$ cat src/sha1_pkg.sv
// ---------------------------------------------------------------------------
// SHA-1 package
// Constants, types and round functions shared by the SHA-1 block.
// ---------------------------------------------------------------------------
`default_nettype none

package sha1_pkg;

  localparam int unsigned DigestWords = 5;
  localparam int unsigned BlockWords  = 16;
  localparam int unsigned Rounds      = 80;

  localparam logic [31:0] H0 = 32'h67452301;
  localparam logic [31:0] H1 = 32'hEFCDAB89;
  localparam logic [31:0] H2 = 32'h98BADCFE;
  localparam logic [31:0] H3 = 32'h10325476;
  localparam logic [31:0] H4 = 32'hC3D2E1F0;
  localparam logic [31:0] K0 = 32'h5A827999;
  localparam logic [31:0] K1 = 32'h6ED9EBA1;
  localparam logic [31:0] K2 = 32'h8F1BBCDC;
  localparam logic [31:0] K3 = 32'hCA62C1D6;
  localparam logic [7:0]  PadByte = 8'h80;

  typedef enum logic [2:0] {
    ST_IDLE,
    ST_ROUND,
    ST_PAD,
    ST_LEN,
    ST_OUT
  } state_t;

  // controller to datapath
  typedef struct packed {
    logic take_byte;   // store input byte
    logic pad_start;   // write 0x80 and zero rest
    logic clear_buf;   // zero buffer for length-only block
    logic load_len;    // put length into words 14 and 15
    logic round_start; // load working registers
    logic round_step;  // advance one round
    logic round_done;  // add into chain value
    logic out_shift;   // advance output word
    logic restart;     // return to initial state
  } cmd_t;

  // datapath to controller
  typedef struct packed {
    logic block_full;  // 63 bytes buffered, next byte fills it
    logic last_round;  // round counter at 79
    logic pad_overflow;// padding needs a second block
    logic last_out;    // output on word four
  } status_t;

  function automatic logic [31:0] round_f(input logic [6:0] r, input logic [31:0] b,
                                          input logic [31:0] c, input logic [31:0] d);
    if (r < 7'd20) begin
      return (b & c) | (~b & d);
    end else if (r < 7'd40) begin
      return b ^ c ^ d;
    end else if (r < 7'd60) begin
      return (b & c) | (b & d) | (c & d);
    end
    return b ^ c ^ d;
  endfunction

  function automatic logic [31:0] round_k(input logic [6:0] r);
    if (r < 7'd20) begin
      return K0;
    end else if (r < 7'd40) begin
      return K1;
    end else if (r < 7'd60) begin
      return K2;
    end
    return K3;
  endfunction

endpackage

`default_nettype wire

$ cat src/sha1_stream_if.sv
// ---------------------------------------------------------------------------
// SHA-1 stream interfaces
// Valid/ready channels for message bytes and digest words.
// ---------------------------------------------------------------------------
`default_nettype none

interface sha1_in_if;
  logic       valid;
  logic       ready;
  logic [7:0] message_byte;
  logic       byte_present;
  logic       end_of_message;
  modport source (output valid, message_byte, byte_present, end_of_message, input ready);
  modport sink (input valid, message_byte, byte_present, end_of_message, output ready);
endinterface

interface sha1_out_if;
  logic        valid;
  logic        ready;
  logic [31:0] digest_word;
  logic [2:0]  word_index;
  logic        last_word;
  modport source (output valid, digest_word, word_index, last_word, input ready);
  modport sink (input valid, digest_word, word_index, last_word, output ready);
endinterface

`default_nettype wire

$ cat src/sha1_ctrl.sv
// ---------------------------------------------------------------------------
// SHA-1 controller
// Sequences byte intake, rounds, padding and digest output.
// ---------------------------------------------------------------------------
`default_nettype none

module sha1_ctrl (
  input  wire                clk,
  input  wire                rst,
  input  wire                in_valid,
  input  wire                in_present,
  input  wire                in_end,
  output logic               in_ready,
  input  wire                out_ready,
  output logic               out_valid,
  input  sha1_pkg::status_t  status,
  output sha1_pkg::cmd_t     cmd
);
  import sha1_pkg::*;

  state_t state, state_next;
  logic   pend_end, pend_end_next;   // end seen, padding still to do
  logic   pend_len, pend_len_next;   // length block still to do
  logic   final_blk, final_blk_next; // current rounds finish the message
  logic   acc, full_now;

  assign acc      = in_valid && in_ready;
  assign full_now = in_present && status.block_full;

  always_ff @(posedge clk) begin
    if (rst) begin
      state     <= ST_IDLE;
      pend_end  <= 1'b0;
      pend_len  <= 1'b0;
      final_blk <= 1'b0;
    end else begin
      state     <= state_next;
      pend_end  <= pend_end_next;
      pend_len  <= pend_len_next;
      final_blk <= final_blk_next;
    end
  end

  always_comb begin
    state_next     = state;
    pend_end_next  = pend_end;
    pend_len_next  = pend_len;
    final_blk_next = final_blk;
    unique case (state)
      ST_IDLE: begin
        if (acc) begin
          if (full_now) begin
            state_next     = ST_ROUND;
            pend_end_next  = in_end;
            final_blk_next = 1'b0;
          end else if (in_end) begin
            state_next = ST_PAD;
          end
        end
      end
      ST_ROUND: begin
        if (status.last_round) begin
          if (final_blk) begin
            state_next = ST_OUT;
          end else if (pend_len) begin
            state_next    = ST_LEN;
            pend_len_next = 1'b0;
          end else if (pend_end) begin
            state_next    = ST_PAD;
            pend_end_next = 1'b0;
          end else begin
            state_next = ST_IDLE;
          end
        end
      end
      ST_PAD: begin
        state_next = ST_ROUND;
        if (status.pad_overflow) begin
          pend_len_next  = 1'b1;
          final_blk_next = 1'b0;
        end else begin
          final_blk_next = 1'b1;
        end
      end
      ST_LEN: begin
        state_next     = ST_ROUND;
        final_blk_next = 1'b1;
      end
      ST_OUT: begin
        if (out_ready && status.last_out) begin
          state_next     = ST_IDLE;
          final_blk_next = 1'b0;
        end
      end
      default: state_next = ST_IDLE;
    endcase
  end

  always_comb begin
    cmd       = '0;
    in_ready  = 1'b0;
    out_valid = 1'b0;
    unique case (state)
      ST_IDLE: begin
        in_ready      = 1'b1;
        cmd.take_byte = acc && in_present;
        cmd.round_start = acc && full_now;
      end
      ST_ROUND: begin
        cmd.round_step = 1'b1;
        cmd.round_done = status.last_round;
      end
      ST_PAD: begin
        cmd.pad_start   = 1'b1;
        cmd.load_len    = !status.pad_overflow;
        cmd.round_start = 1'b1;
      end
      ST_LEN: begin
        cmd.clear_buf   = 1'b1;
        cmd.load_len    = 1'b1;
        cmd.round_start = 1'b1;
      end
      ST_OUT: begin
        out_valid     = 1'b1;
        cmd.out_shift = out_ready;
        cmd.restart   = out_ready && status.last_out;
      end
      default: ;
    endcase
  end

endmodule

`default_nettype wire

$ cat src/sha1_datapath.sv
// ---------------------------------------------------------------------------
// SHA-1 datapath
// Block buffer, message schedule, round unit, chain value and length.
// ---------------------------------------------------------------------------
`default_nettype none

module sha1_datapath (
  input  wire                clk,
  input  wire                rst,
  input  wire  [7:0]         in_byte,
  input  sha1_pkg::cmd_t     cmd,
  output sha1_pkg::status_t  status,
  output logic [31:0]        digest_word,
  output logic [2:0]         word_index
);
  import sha1_pkg::*;

  logic [31:0] buf_w [BlockWords];
  logic [31:0] chain [DigestWords];
  logic [31:0] a, b, c, d, e;
  logic [5:0]  nbytes;
  logic [63:0] bitlen;
  logic [6:0]  rnd;
  logic [2:0]  oidx;
  logic [3:0]  bw;
  logic [1:0]  bb;
  logic [31:0] wnew, wcur, t;
  logic        pad_ovf;

  assign bw      = nbytes[5:2];
  assign bb      = nbytes[1:0];
  assign pad_ovf = nbytes >= 6'd56;
  assign wcur    = (rnd < 7'd16) ? buf_w[rnd[3:0]] : wnew;
  assign wnew    = {buf_w[13] ^ buf_w[8] ^ buf_w[2] ^ buf_w[0]} << 1 |
                   {31'd0, buf_w[13][31] ^ buf_w[8][31] ^ buf_w[2][31] ^ buf_w[0][31]};
  assign t       = {a[26:0], a[31:27]} + round_f(rnd, b, c, d) + e + round_k(rnd) + wcur;

  assign status.block_full   = nbytes == 6'd63;
  assign status.last_round   = rnd == 7'(Rounds - 1);
  assign status.pad_overflow = pad_ovf;
  assign status.last_out     = oidx == 3'(DigestWords - 1);

  assign digest_word = chain[oidx];
  assign word_index  = oidx;

  always_ff @(posedge clk) begin
    if (cmd.take_byte) begin
      unique case (bb)
        2'd0: buf_w[bw] <= {in_byte, 24'd0};
        2'd1: buf_w[bw][23:16] <= in_byte;
        2'd2: buf_w[bw][15:8] <= in_byte;
        default: buf_w[bw][7:0] <= in_byte;
      endcase
    end else if (cmd.pad_start) begin
      for (int i = 0; i < BlockWords; i++) begin
        if (4'(i) > bw && (!cmd.load_len || i < BlockWords - 2)) begin
          buf_w[i] <= '0;
        end
      end
      unique case (bb)
        2'd0: buf_w[bw] <= {PadByte, 24'd0};
        2'd1: buf_w[bw][23:0] <= {PadByte, 16'd0};
        2'd2: buf_w[bw][15:0] <= {PadByte, 8'd0};
        default: buf_w[bw][7:0] <= PadByte;
      endcase
      if (cmd.load_len) begin
        buf_w[14] <= bitlen[63:32];
        buf_w[15] <= bitlen[31:0];
      end
    end else if (cmd.clear_buf) begin
      for (int i = 0; i < BlockWords - 2; i++) begin
        buf_w[i] <= '0;
      end
      buf_w[14] <= bitlen[63:32];
      buf_w[15] <= bitlen[31:0];
    end else if (cmd.round_step && rnd >= 7'd16) begin
      // slide the schedule window once the first 16 words are used
      for (int i = 0; i < BlockWords - 1; i++) begin
        buf_w[i] <= buf_w[i + 1];
      end
      buf_w[15] <= wnew;
    end
  end

  always_ff @(posedge clk) begin
    if (cmd.round_start) begin
      a <= chain[0]; b <= chain[1]; c <= chain[2]; d <= chain[3]; e <= chain[4];
    end else if (cmd.round_step) begin
      a <= t; b <= a; c <= {b[1:0], b[31:2]}; d <= c; e <= d;
    end
  end

  always_ff @(posedge clk) begin
    if (rst || cmd.restart) begin
      chain[0] <= H0; chain[1] <= H1; chain[2] <= H2; chain[3] <= H3; chain[4] <= H4;
      nbytes   <= '0;
      bitlen   <= '0;
      rnd      <= '0;
      oidx     <= '0;
    end else begin
      if (cmd.take_byte) begin
        nbytes <= nbytes + 6'd1;
        bitlen <= bitlen + 64'd8;
      end
      if (cmd.round_start) begin
        rnd <= '0;
      end else if (cmd.round_step) begin
        rnd <= rnd + 7'd1;
      end
      if (cmd.round_done) begin
        chain[0] <= chain[0] + t;
        chain[1] <= chain[1] + a;
        chain[2] <= chain[2] + {b[1:0], b[31:2]};
        chain[3] <= chain[3] + c;
        chain[4] <= chain[4] + d;
      end
      if (cmd.out_shift) begin
        oidx <= oidx + 3'd1;
      end
    end
  end

endmodule

`default_nettype wire

$ cat src/sha1_message_digest.sv
// SHA-1 digest, one byte per transfer; each full block of 64 bytes then runs 80 rounds, one
// round per cycle in the shared round unit. The end of a message adds a block of padding
// rounds, or two blocks when the length needs a second block; five output words follow,
// the first in the cycle after the last round.
// Input is held off while rounds run and while the digest is handed out.
// Synchronous active-high reset restores the initial chain value and clears the counts.
// ---------------------------------------------------------------------------
// SHA-1 message digest top level
// Joins the controller and the datapath to the stream channels.
// ---------------------------------------------------------------------------
`default_nettype none

module sha1_message_digest (
  input  wire       clk,
  input  wire       rst,
  sha1_in_if.sink   in_ch,
  sha1_out_if.source out_ch
);
  import sha1_pkg::*;

  cmd_t    cmd;
  status_t status;
  logic    in_ready, out_valid;

  sha1_ctrl u_ctrl (
    .clk        (clk),
    .rst        (rst),
    .in_valid   (in_ch.valid),
    .in_present (in_ch.byte_present),
    .in_end     (in_ch.end_of_message),
    .in_ready   (in_ready),
    .out_ready  (out_ch.ready),
    .out_valid  (out_valid),
    .status     (status),
    .cmd        (cmd)
  );

  sha1_datapath u_dp (
    .clk         (clk),
    .rst         (rst),
    .in_byte     (in_ch.message_byte),
    .cmd         (cmd),
    .status      (status),
    .digest_word (out_ch.digest_word),
    .word_index  (out_ch.word_index)
  );

  assign in_ch.ready      = in_ready;
  assign out_ch.valid     = out_valid;
  assign out_ch.last_word = out_ch.word_index == 3'(DigestWords - 1);

endmodule

`default_nettype wire

$ cat src/flat_wrapper.sv
// flat-port wrapper written by rule: the top's interface ports become plain ports
module sha1_message_digest_flat import sha1_pkg::*;
  (clk, rst, in_ch_valid, in_ch_message_byte, in_ch_byte_present, in_ch_end_of_message, in_ch_ready, out_ch_valid, out_ch_digest_word, out_ch_word_index, out_ch_last_word, out_ch_ready);
  sha1_in_if in_ch_i ();
  sha1_out_if out_ch_i ();
  input  wire clk;
  input  wire rst;
  input wire logic [$bits(in_ch_i.valid)-1:0] in_ch_valid;
  input wire logic [$bits(in_ch_i.message_byte)-1:0] in_ch_message_byte;
  input wire logic [$bits(in_ch_i.byte_present)-1:0] in_ch_byte_present;
  input wire logic [$bits(in_ch_i.end_of_message)-1:0] in_ch_end_of_message;
  output wire logic [$bits(in_ch_i.ready)-1:0] in_ch_ready;
  output wire logic [$bits(out_ch_i.valid)-1:0] out_ch_valid;
  output wire logic [$bits(out_ch_i.digest_word)-1:0] out_ch_digest_word;
  output wire logic [$bits(out_ch_i.word_index)-1:0] out_ch_word_index;
  output wire logic [$bits(out_ch_i.last_word)-1:0] out_ch_last_word;
  input wire logic [$bits(out_ch_i.ready)-1:0] out_ch_ready;
  assign in_ch_i.valid = in_ch_valid;
  assign in_ch_i.message_byte = in_ch_message_byte;
  assign in_ch_i.byte_present = in_ch_byte_present;
  assign in_ch_i.end_of_message = in_ch_end_of_message;
  assign in_ch_ready = in_ch_i.ready;
  assign out_ch_valid = out_ch_i.valid;
  assign out_ch_digest_word = out_ch_i.digest_word;
  assign out_ch_word_index = out_ch_i.word_index;
  assign out_ch_last_word = out_ch_i.last_word;
  assign out_ch_i.ready = out_ch_ready;
  sha1_message_digest u_core (.clk(clk), .rst(rst), .in_ch(in_ch_i), .out_ch(out_ch_i));
endmodule
$ cat config.mk
export PLATFORM = sky130hd
export DESIGN_NAME = sha1_message_digest_flat
export DESIGN_NICKNAME = d
export VERILOG_FILES = /design/src/sha1_pkg.sv /design/src/sha1_stream_if.sv /design/src/sha1_ctrl.sv /design/src/sha1_datapath.sv /design/src/sha1_message_digest.sv /design/src/flat_wrapper.sv
export SDC_FILE = /design/constraint.sdc
export NUM_CORES = 2
export LEC_CHECK = 0
export BUFFER_PORTS_ARGS = -buffer_cell sky130_fd_sc_hd__buf_2
export CAP_MARGIN = 20
export CORE_MARGIN = 3
export CORE_UTILIZATION = 50
export CTS_CLUSTER_SIZE = 24
export DETAILED_ROUTE_END_ITERATION = 7
export PLACE_DENSITY = 0.71
export SKIP_CTS_REPAIR_TIMING = 1
export SYNTH_ARGS = -nofsm -noshare
export SYNTH_HDL_FRONTEND = slang
export SYNTH_HIERARCHICAL = 1
export SYNTH_SLANG_ARGS = --single-unit
$ cat constraint.sdc
create_clock -name clk -period 18.8 [get_ports clk]
set_clock_uncertainty 0.1 [all_clocks]
set_input_delay 2.82 -clock clk [delete_from_list [all_inputs] [get_ports clk]]
set_output_delay 2.82 -clock clk [all_outputs]
set_load 0.05 [all_outputs]
# After elaboration in Yosys (flattened, before gate mapping)
# Memory sizes are Yosys's and may differ from the RTL's. A register that Yosys moved wholly into a read port is not among the register bits.
# Cells that the tools add are included.
classes:
  n_lt_le_gt_ge: 22
  reduce_logical: 25
  bitwise_logic: 69
  n_eq_ne: 17
  muxes: 220
  addsub: 13
op_table:
  columns: ["operator", "n"]
  rows:
  - ["$mux W32", 59]
  - ["$add A32 B32 Y32", 9]
  - ["$and A32 B32 Y32", 4]
  - ["$mux W1", 126]
  - ["$mux W8", 13]
  - ["$or A32 B32 Y32", 3]
  - ["$xor A31 B31 Y31", 3]
  - ["$add A64 B4 Y64 const B", 1]
  - ["$xor A32 B32 Y32", 2]
  - ["$or A1 B1 Y1", 52]
  - ["$gt A4 B4 Y1 const A", 8]
  - ["$not A32 Y32", 1]
  - ["$or A32 B1 Y32", 1]
  - ["$reduce_or A32 Y1", 1]
  - ["$mux W3", 8]
  - ["$gt A3 B4 Y1 const A", 4]
  - ["$mux W4", 4]
  - ["$lt A7 B5 Y1 const B", 2]
  - ["$lt A7 B6 Y1 const B", 2]
  - ["$ne A2 B2 Y1 const B", 7]
  - ["$pmux W3 S4", 1]
  - ["$reduce_and A4 Y1", 3]
  - ["$gt A1 B4 Y1 const A", 2]
  - ["$gt A2 B4 Y1 const A", 2]
  - ["27 further kinds", 48]
totals:
  word_cells: 381
  regBits: 246
  out_inout_bits: 38
  mem_count: 2
  mem_bits_rw: 672
mem_list:
  columns: ["name", "depth", "word_bits", "rd", "rd_ports_with_merged_regs", "wr", "line_no", "text"]
  rows:
  - ["u_core.u_dp.buf_w", 16, 32, 17, 1, 16, "sha1_datapath.sv:18", "logic [31:0] buf_w [BlockWords];"]
  - ["u_core.u_dp.chain", 5, 32, 6, 1, 5, "sha1_datapath.sv:19", "logic [31:0] chain [DigestWords];"]

# Longest topological paths before layout
depth:
  ltp_word: 13
  ltp_mapped: 32
  depth_no_buf: 30

# Modules after synthesis
# The synthesis kept the hierarchy.
modules_own_cells:
  columns: ["mod", "n_inst", "seq_area_each_um2", "cells_per_inst", "area_each_um2"]
  rows:
  - ["sha1_datapath", 1, 26345.3, 5347, 56838.3]
  - ["sha1_ctrl", 1, 120.1, 62, 475.5]
  - ["sha1_message_digest", 1, 0.0, 1, 12.5]

# Worst setup path before layout
# Ideal clock, no wire load.
synth_path:
  path_type: "reg2reg"
  startpoint: "reg (tool-made name)"
  endpoint: "mem u_core.u_dp.chain[0][31] (data pin)"
  t_required_ps: 18567
  setup_ps: 133
  n_path_buf: 4
  slack_ps: 10725
  arrival_ps: 7842
  path_stages_with_launch: 30
  path_cell_list: "dfxtp_1 > buf_2 > buf_2 > clkbuf_1 > clkbuf_1 > mux4_2 > mux4_2 > o21ai_0 > fa_1 > fa_1 > inv_1 > fa_1 > ha_1 > fa_1 > a211oi_1 > o21ai_1 > a21oi_2 > o21ai_1 > o41ai_2 > o21ai_1 > o41a_1 > xor2_1 > ha_1 > o21ai_0 > nand2b_1 > and3_1 > nor4_1 > o311ai_0 > or4_1 > nand2_1"
synth_lines:
  columns: ["item", "line_no"]
  rows:
  - ["end, declared", "sha1_datapath.sv:19"]

==> summary.md <==
| Metric | Value |
|---|---|
| Max_slew headroom | 16.2% |
| WL/cell | 25.3 um |
| Die area | between 100000 and 150000 sq um |
| Endpoint kind of the worst setup timing path | flop |
| Setup TNS after final layout | 0 ps |
| Setup CP Type | flop to flop |
| Achievable Freq | between 0.1 and 0.15 GHz |
| Fillers | 9629 |
| Violation count after the first detailed-routing iteration | 5735 |
| Beginning of the worst hold path | u_core/u_ctrl/pend_end$_SDFFE_PP0P_ |
| Die extent in x | about 340 um |
| Share of the cycle needed by the critical path after routing | between 50% and 60% |
| Number of top-level pins | 52 |
| ANT nets after route | 0 |
| Max-cap violation count | 0 |
| Final Hold Violating Endpoints | 0 |
| Final critical-path required period | a little under 10000 ps |
| Slack of the worst reg-to-reg path | 9150 ps |
| Area growth from synthesis to layout | 9.20% |
| Worst Tran Pin Value | between 1000 and 1500 ps |
| Pin count of the biggest net entering global routing | roughly 190 |
| Final non-filler cell area | ~63000 sq um |
| EDFF count, synth | 800 |
| Final RePlAce weighted congestion | 0.962 |
| Most common flop cell mapped by yosys | sky130_fd_sc_hd__edfxtp_1 |
| Via count | 44.2k |
| Max Buffers Root-to-Sink | 3 |
| Post-synthesis cell type count | 91 |
| Capture point of the worst reg-to-reg path | u_core/u_dp/chain[0][29]$_SDFFCE_PN1P_ |
| Core outline area | between 100000 and 150000 sq um |
| Internal power | about 6600 uW |
| Unrepaired setup endpoints after global routing | false |
| Fraction of the mapped netlist area in compound gates | 12.2% |
| FF-to-FF path depth | 26 |
| Grt ovf | 0 |
| TritonCTS clock tree | done |
| Row cnt | between 100 and 150 |
| Count of buffers from port buffering | about 50 |
| Worst hold path cell count | 2 |
| Status | completed |
| Fraction of layout cells with a size suffix above 1 | a little over an eighth |
| CTS root buf | sky130_fd_sc_hd__clkbuf_16 |
| Clock power frac | between 10% and 20% |
| Avg Inst Size Synth | around 11 sq um |
| Combinational power share | 60.5% |
| Number of max-slew violations in the final report | 0 |
| Via count of the first global-routing pass | 42.4k |
| Area of the mapped netlist | roughly 57000 sq um |
| Power share of the sequential group | 22.3% |
| Post-synthesis cell count | between 5k and 6k |
| Total half-perimeter wirelength after legalization and detailed placement | about 120000 um |
| Power density cells | 187 nW/um^2 |
| Wire length of the first global-routing pass | 264000 um |
| Clk sinks | roughly 920 |
| Initial antenna violation count | 8 |
| Switching portion of total power | a little over two fifths |
| Sequential-to-total area share from yosys stat | between 40 and 50% |
| Mux share of post-synthesis cell area | between 10 and 15% |
| Largest fanout on the critical path | 49 |
| Yosys synthesis warning count | 6 |
| Total GRT Usage | between 20 and 30% |
| Cell area after placement | approximately 59000 sq um |
| # DRC | 0 |
| Simple-gate share of the synthesized area | 13.4% |
| Switching power | 5070 uW |
| Deepest level of the CTS H-tree | 3 |
| Adder-cell area share of the yosys netlist | about 8.9% |
| CTS clock-pin slew for the worst setup and hold paths | roughly 60 ps |
| Share of synthesized registers carrying an async set or reset | 0% |
| Class of the most critical hold timing path | flop to flop |
| Flip-flop and latch count after synthesis | 922 |
| Dominant combinational cell family by area after synthesis | simple AND/OR/NAND/NOR gates |
| Mapped Nets | approximately 5.8k |
| Via density per instance | between 6 and 7 |
| First-pass iteration count of the detailed router | 8 |
| Data arrival time of the critical path | between 9000 and 10000 ps |
| Static leakage | approximately 0.023 uW |
| Total of endpoints with negative setup slack in the final report | 0 |
| WHS Endpoint | u_core/u_ctrl/pend_end$_SDFFE_PP0P_ |
| Routed Wire Length | 177000 um |
| Maximum resistive drop on vdd | around 0.23 mV |
| Worst-Skew Late Latency | between 700 and 800 ps |
| Die outline height | about 340 um |
| Number of nets in the finished design | 5732 |
| Clock buffers created by TritonCTS | 100 |
| Launching element type of the critical path | flop |
| Initial core utilization | between 50% and 60% |
| Req. time, crit path | 19110 ps |
| XOR/XNOR share of the synthesized area | 4.40% |
kinds of logic after synthesis:
kind of cell             after synthesis
flip-flops                           922
buffers and inverters                550
AND/OR/NAND/NOR                     1780
multiplexers                         387
AO/OA/AOI/OAI                       1154
adder cells (fa/ha/maj)              331
XOR/XNOR                             286
worst max path at each step:
stage / startpoint / to / slack, ps / cells after the start
after global placement: flop / u_core/u_dp/chain[0][31]$_SDFFCE_PN0P_ / 9140 / 28
after detailed placement: flop / u_core/u_dp/chain[0][31]$_SDFFCE_PN0P_ / 9160 / 28
final: flop / u_core/u_dp/chain[0][29]$_SDFFCE_PN1P_ / 9150 / 26
after global routing: flop / u_core/u_dp/chain[0][31]$_SDFFCE_PN0P_ / 8640 / 28
after floorplan: flop / u_core/u_dp/chain[0][31]$_SDFFCE_PN0P_ / 10720 / 29
after CTS: flop / u_core/u_dp/chain[0][31]$_SDFFCE_PN0P_ / 9130 / 28
per-stage QoR:
step	hold slack, ps	cells	setup WS, ps	util (%)	total power (uW)
final	385	6972	9150	55.3	11700
after global routing	428	6969	8640	55.3	12700
after CTS	381	6967	9130	55.3	11700
after detailed placement	375	6783	9160	52.4	9620
after global placement	377	6781	9140	52.4	9650
after floorplan	348	5410	10720	-	8050
worst max-delay path: stages, from the launching register on:
cell and delay (ps):
sky130_fd_sc_hd__dfxtp_4 790, sky130_fd_sc_hd__buf_4 790, sky130_fd_sc_hd__mux4_2 590, sky130_fd_sc_hd__mux4_2 490, sky130_fd_sc_hd__o21ai_0 610, sky130_fd_sc_hd__fa_1 550, sky130_fd_sc_hd__inv_1 80, sky130_fd_sc_hd__fa_1 430
sky130_fd_sc_hd__fa_1 420, sky130_fd_sc_hd__ha_1 250, sky130_fd_sc_hd__nor3_1 260, sky130_fd_sc_hd__o211ai_1 180, sky130_fd_sc_hd__a41oi_1 450, sky130_fd_sc_hd__o21bai_1 120, sky130_fd_sc_hd__a21oi_1 280, sky130_fd_sc_hd__o21bai_1 110
sky130_fd_sc_hd__a21oi_1 180, sky130_fd_sc_hd__xnor2_1 170, sky130_fd_sc_hd__ha_1 340, sky130_fd_sc_hd__a21o_1 240, sky130_fd_sc_hd__a2111oi_2 420, sky130_fd_sc_hd__nand2_1 170, sky130_fd_sc_hd__a211oi_1 370, sky130_fd_sc_hd__o31ai_1 200
sky130_fd_sc_hd__a221oi_1 450, sky130_fd_sc_hd__nor3_1 90, sky130_fd_sc_hd__nand3b_1 170
cells in the final DEF (no fill, tap or decap), types with 95 or more instances in the layout:
cell type,count
sky130_fd_sc_hd__edfxtp_1,800
sky130_fd_sc_hd__xor2_1,95
sky130_fd_sc_hd__buf_4,101
sky130_fd_sc_hd__inv_1,262
sky130_fd_sc_hd__nand2_1,1022
sky130_fd_sc_hd__fa_1,125
sky130_fd_sc_hd__ha_1,206
sky130_fd_sc_hd__clkbuf_16,103
sky130_fd_sc_hd__nor2_1,309
sky130_fd_sc_hd__dfxtp_1,115
sky130_fd_sc_hd__mux2_2,152
sky130_fd_sc_hd__xnor2_1,189
sky130_fd_sc_hd__mux4_2,192
sky130_fd_sc_hd__a21oi_1,307
sky130_fd_sc_hd__nor3_1,97
sky130_fd_sc_hd__o21ai_0,408
power groups by stage:
| stage | clock network [uW] | registers [uW] | logic [uW] |
|---|---|---|---|
| after global placement | 0 | 2650 | 7000 |
| after global routing | 2120 | 2630 | 7930 |
| after CTS | 2040 | 2610 | 7010 |
| after detailed placement | 0 | 2650 | 6960 |
| after floorplan | 0 | 2610 | 5440 |
| final | 2010 | 2610 | 7080 |
layout make-up:
type	count	area [sq um]	share of cell area [%]
Multi-Input combinational cell	3938	28800	46.0
Sequential cell	922	26500	42.3
Clock buffer	140	2830	4.52
Tap cell	1500	1880	3.00
Timing Repair Buffer	156	1080	1.73
Inverter	269	1010	1.61
Clock inverter	44	502	0.802
Antenna cell	3	7.51	0.0120
cells in the mapped netlist, types with 95 or more instances:
library cell / count / area (sq um)
sky130_fd_sc_hd__a21oi_1: 308 / 1540
sky130_fd_sc_hd__clkbuf_1: 230 / 863
sky130_fd_sc_hd__dfxtp_1: 122 / 2440
sky130_fd_sc_hd__edfxtp_1: 800 / 24000
sky130_fd_sc_hd__fa_1: 125 / 2500
sky130_fd_sc_hd__ha_1: 206 / 2580
sky130_fd_sc_hd__inv_1: 262 / 983
sky130_fd_sc_hd__mux2_2: 152 / 1710
sky130_fd_sc_hd__mux4_2: 192 / 4320
sky130_fd_sc_hd__nand2_1: 1025 / 3850
sky130_fd_sc_hd__nor2_1: 312 / 1170
sky130_fd_sc_hd__nor3_1: 97 / 485
sky130_fd_sc_hd__o21ai_0: 428 / 2140
sky130_fd_sc_hd__xnor2_1: 189 / 1660
sky130_fd_sc_hd__xor2_1: 95 / 832
layer usage:
layer	wire length (um)	share of wire, %	vias to the layer above	GRT usage (%)
met1	69300	39	21800	41.1
met4	8230	4.7	6	12.0
met3	18500	10	429	5.22
met5	39	0.022	-	0
li1	-	-	19600	-
met2	80500	46	2435	46.1
state kept, by name, indices dropped and copies added, names as in the netlist, named ones only:
signal / flops
u_core/u_dp/e: 32
u_core/u_ctrl/pend_len: 1
u_core/u_dp/bitlen: 61
u_core/u_dp/b: 32
u_core/u_dp/word_index: 3
u_core/u_ctrl/final_blk: 1
u_core/u_dp/nbytes: 6
u_core/u_ctrl/state: 3
u_core/u_dp/d: 32
u_core/u_dp/rnd: 7
u_core/u_ctrl/pend_end: 1
u_core/u_dp/a: 32
u_core/u_dp/buf_w: 512
u_core/u_dp/chain: 160
u_core/u_dp/c: 32
(Power assumes the default switching activity.)
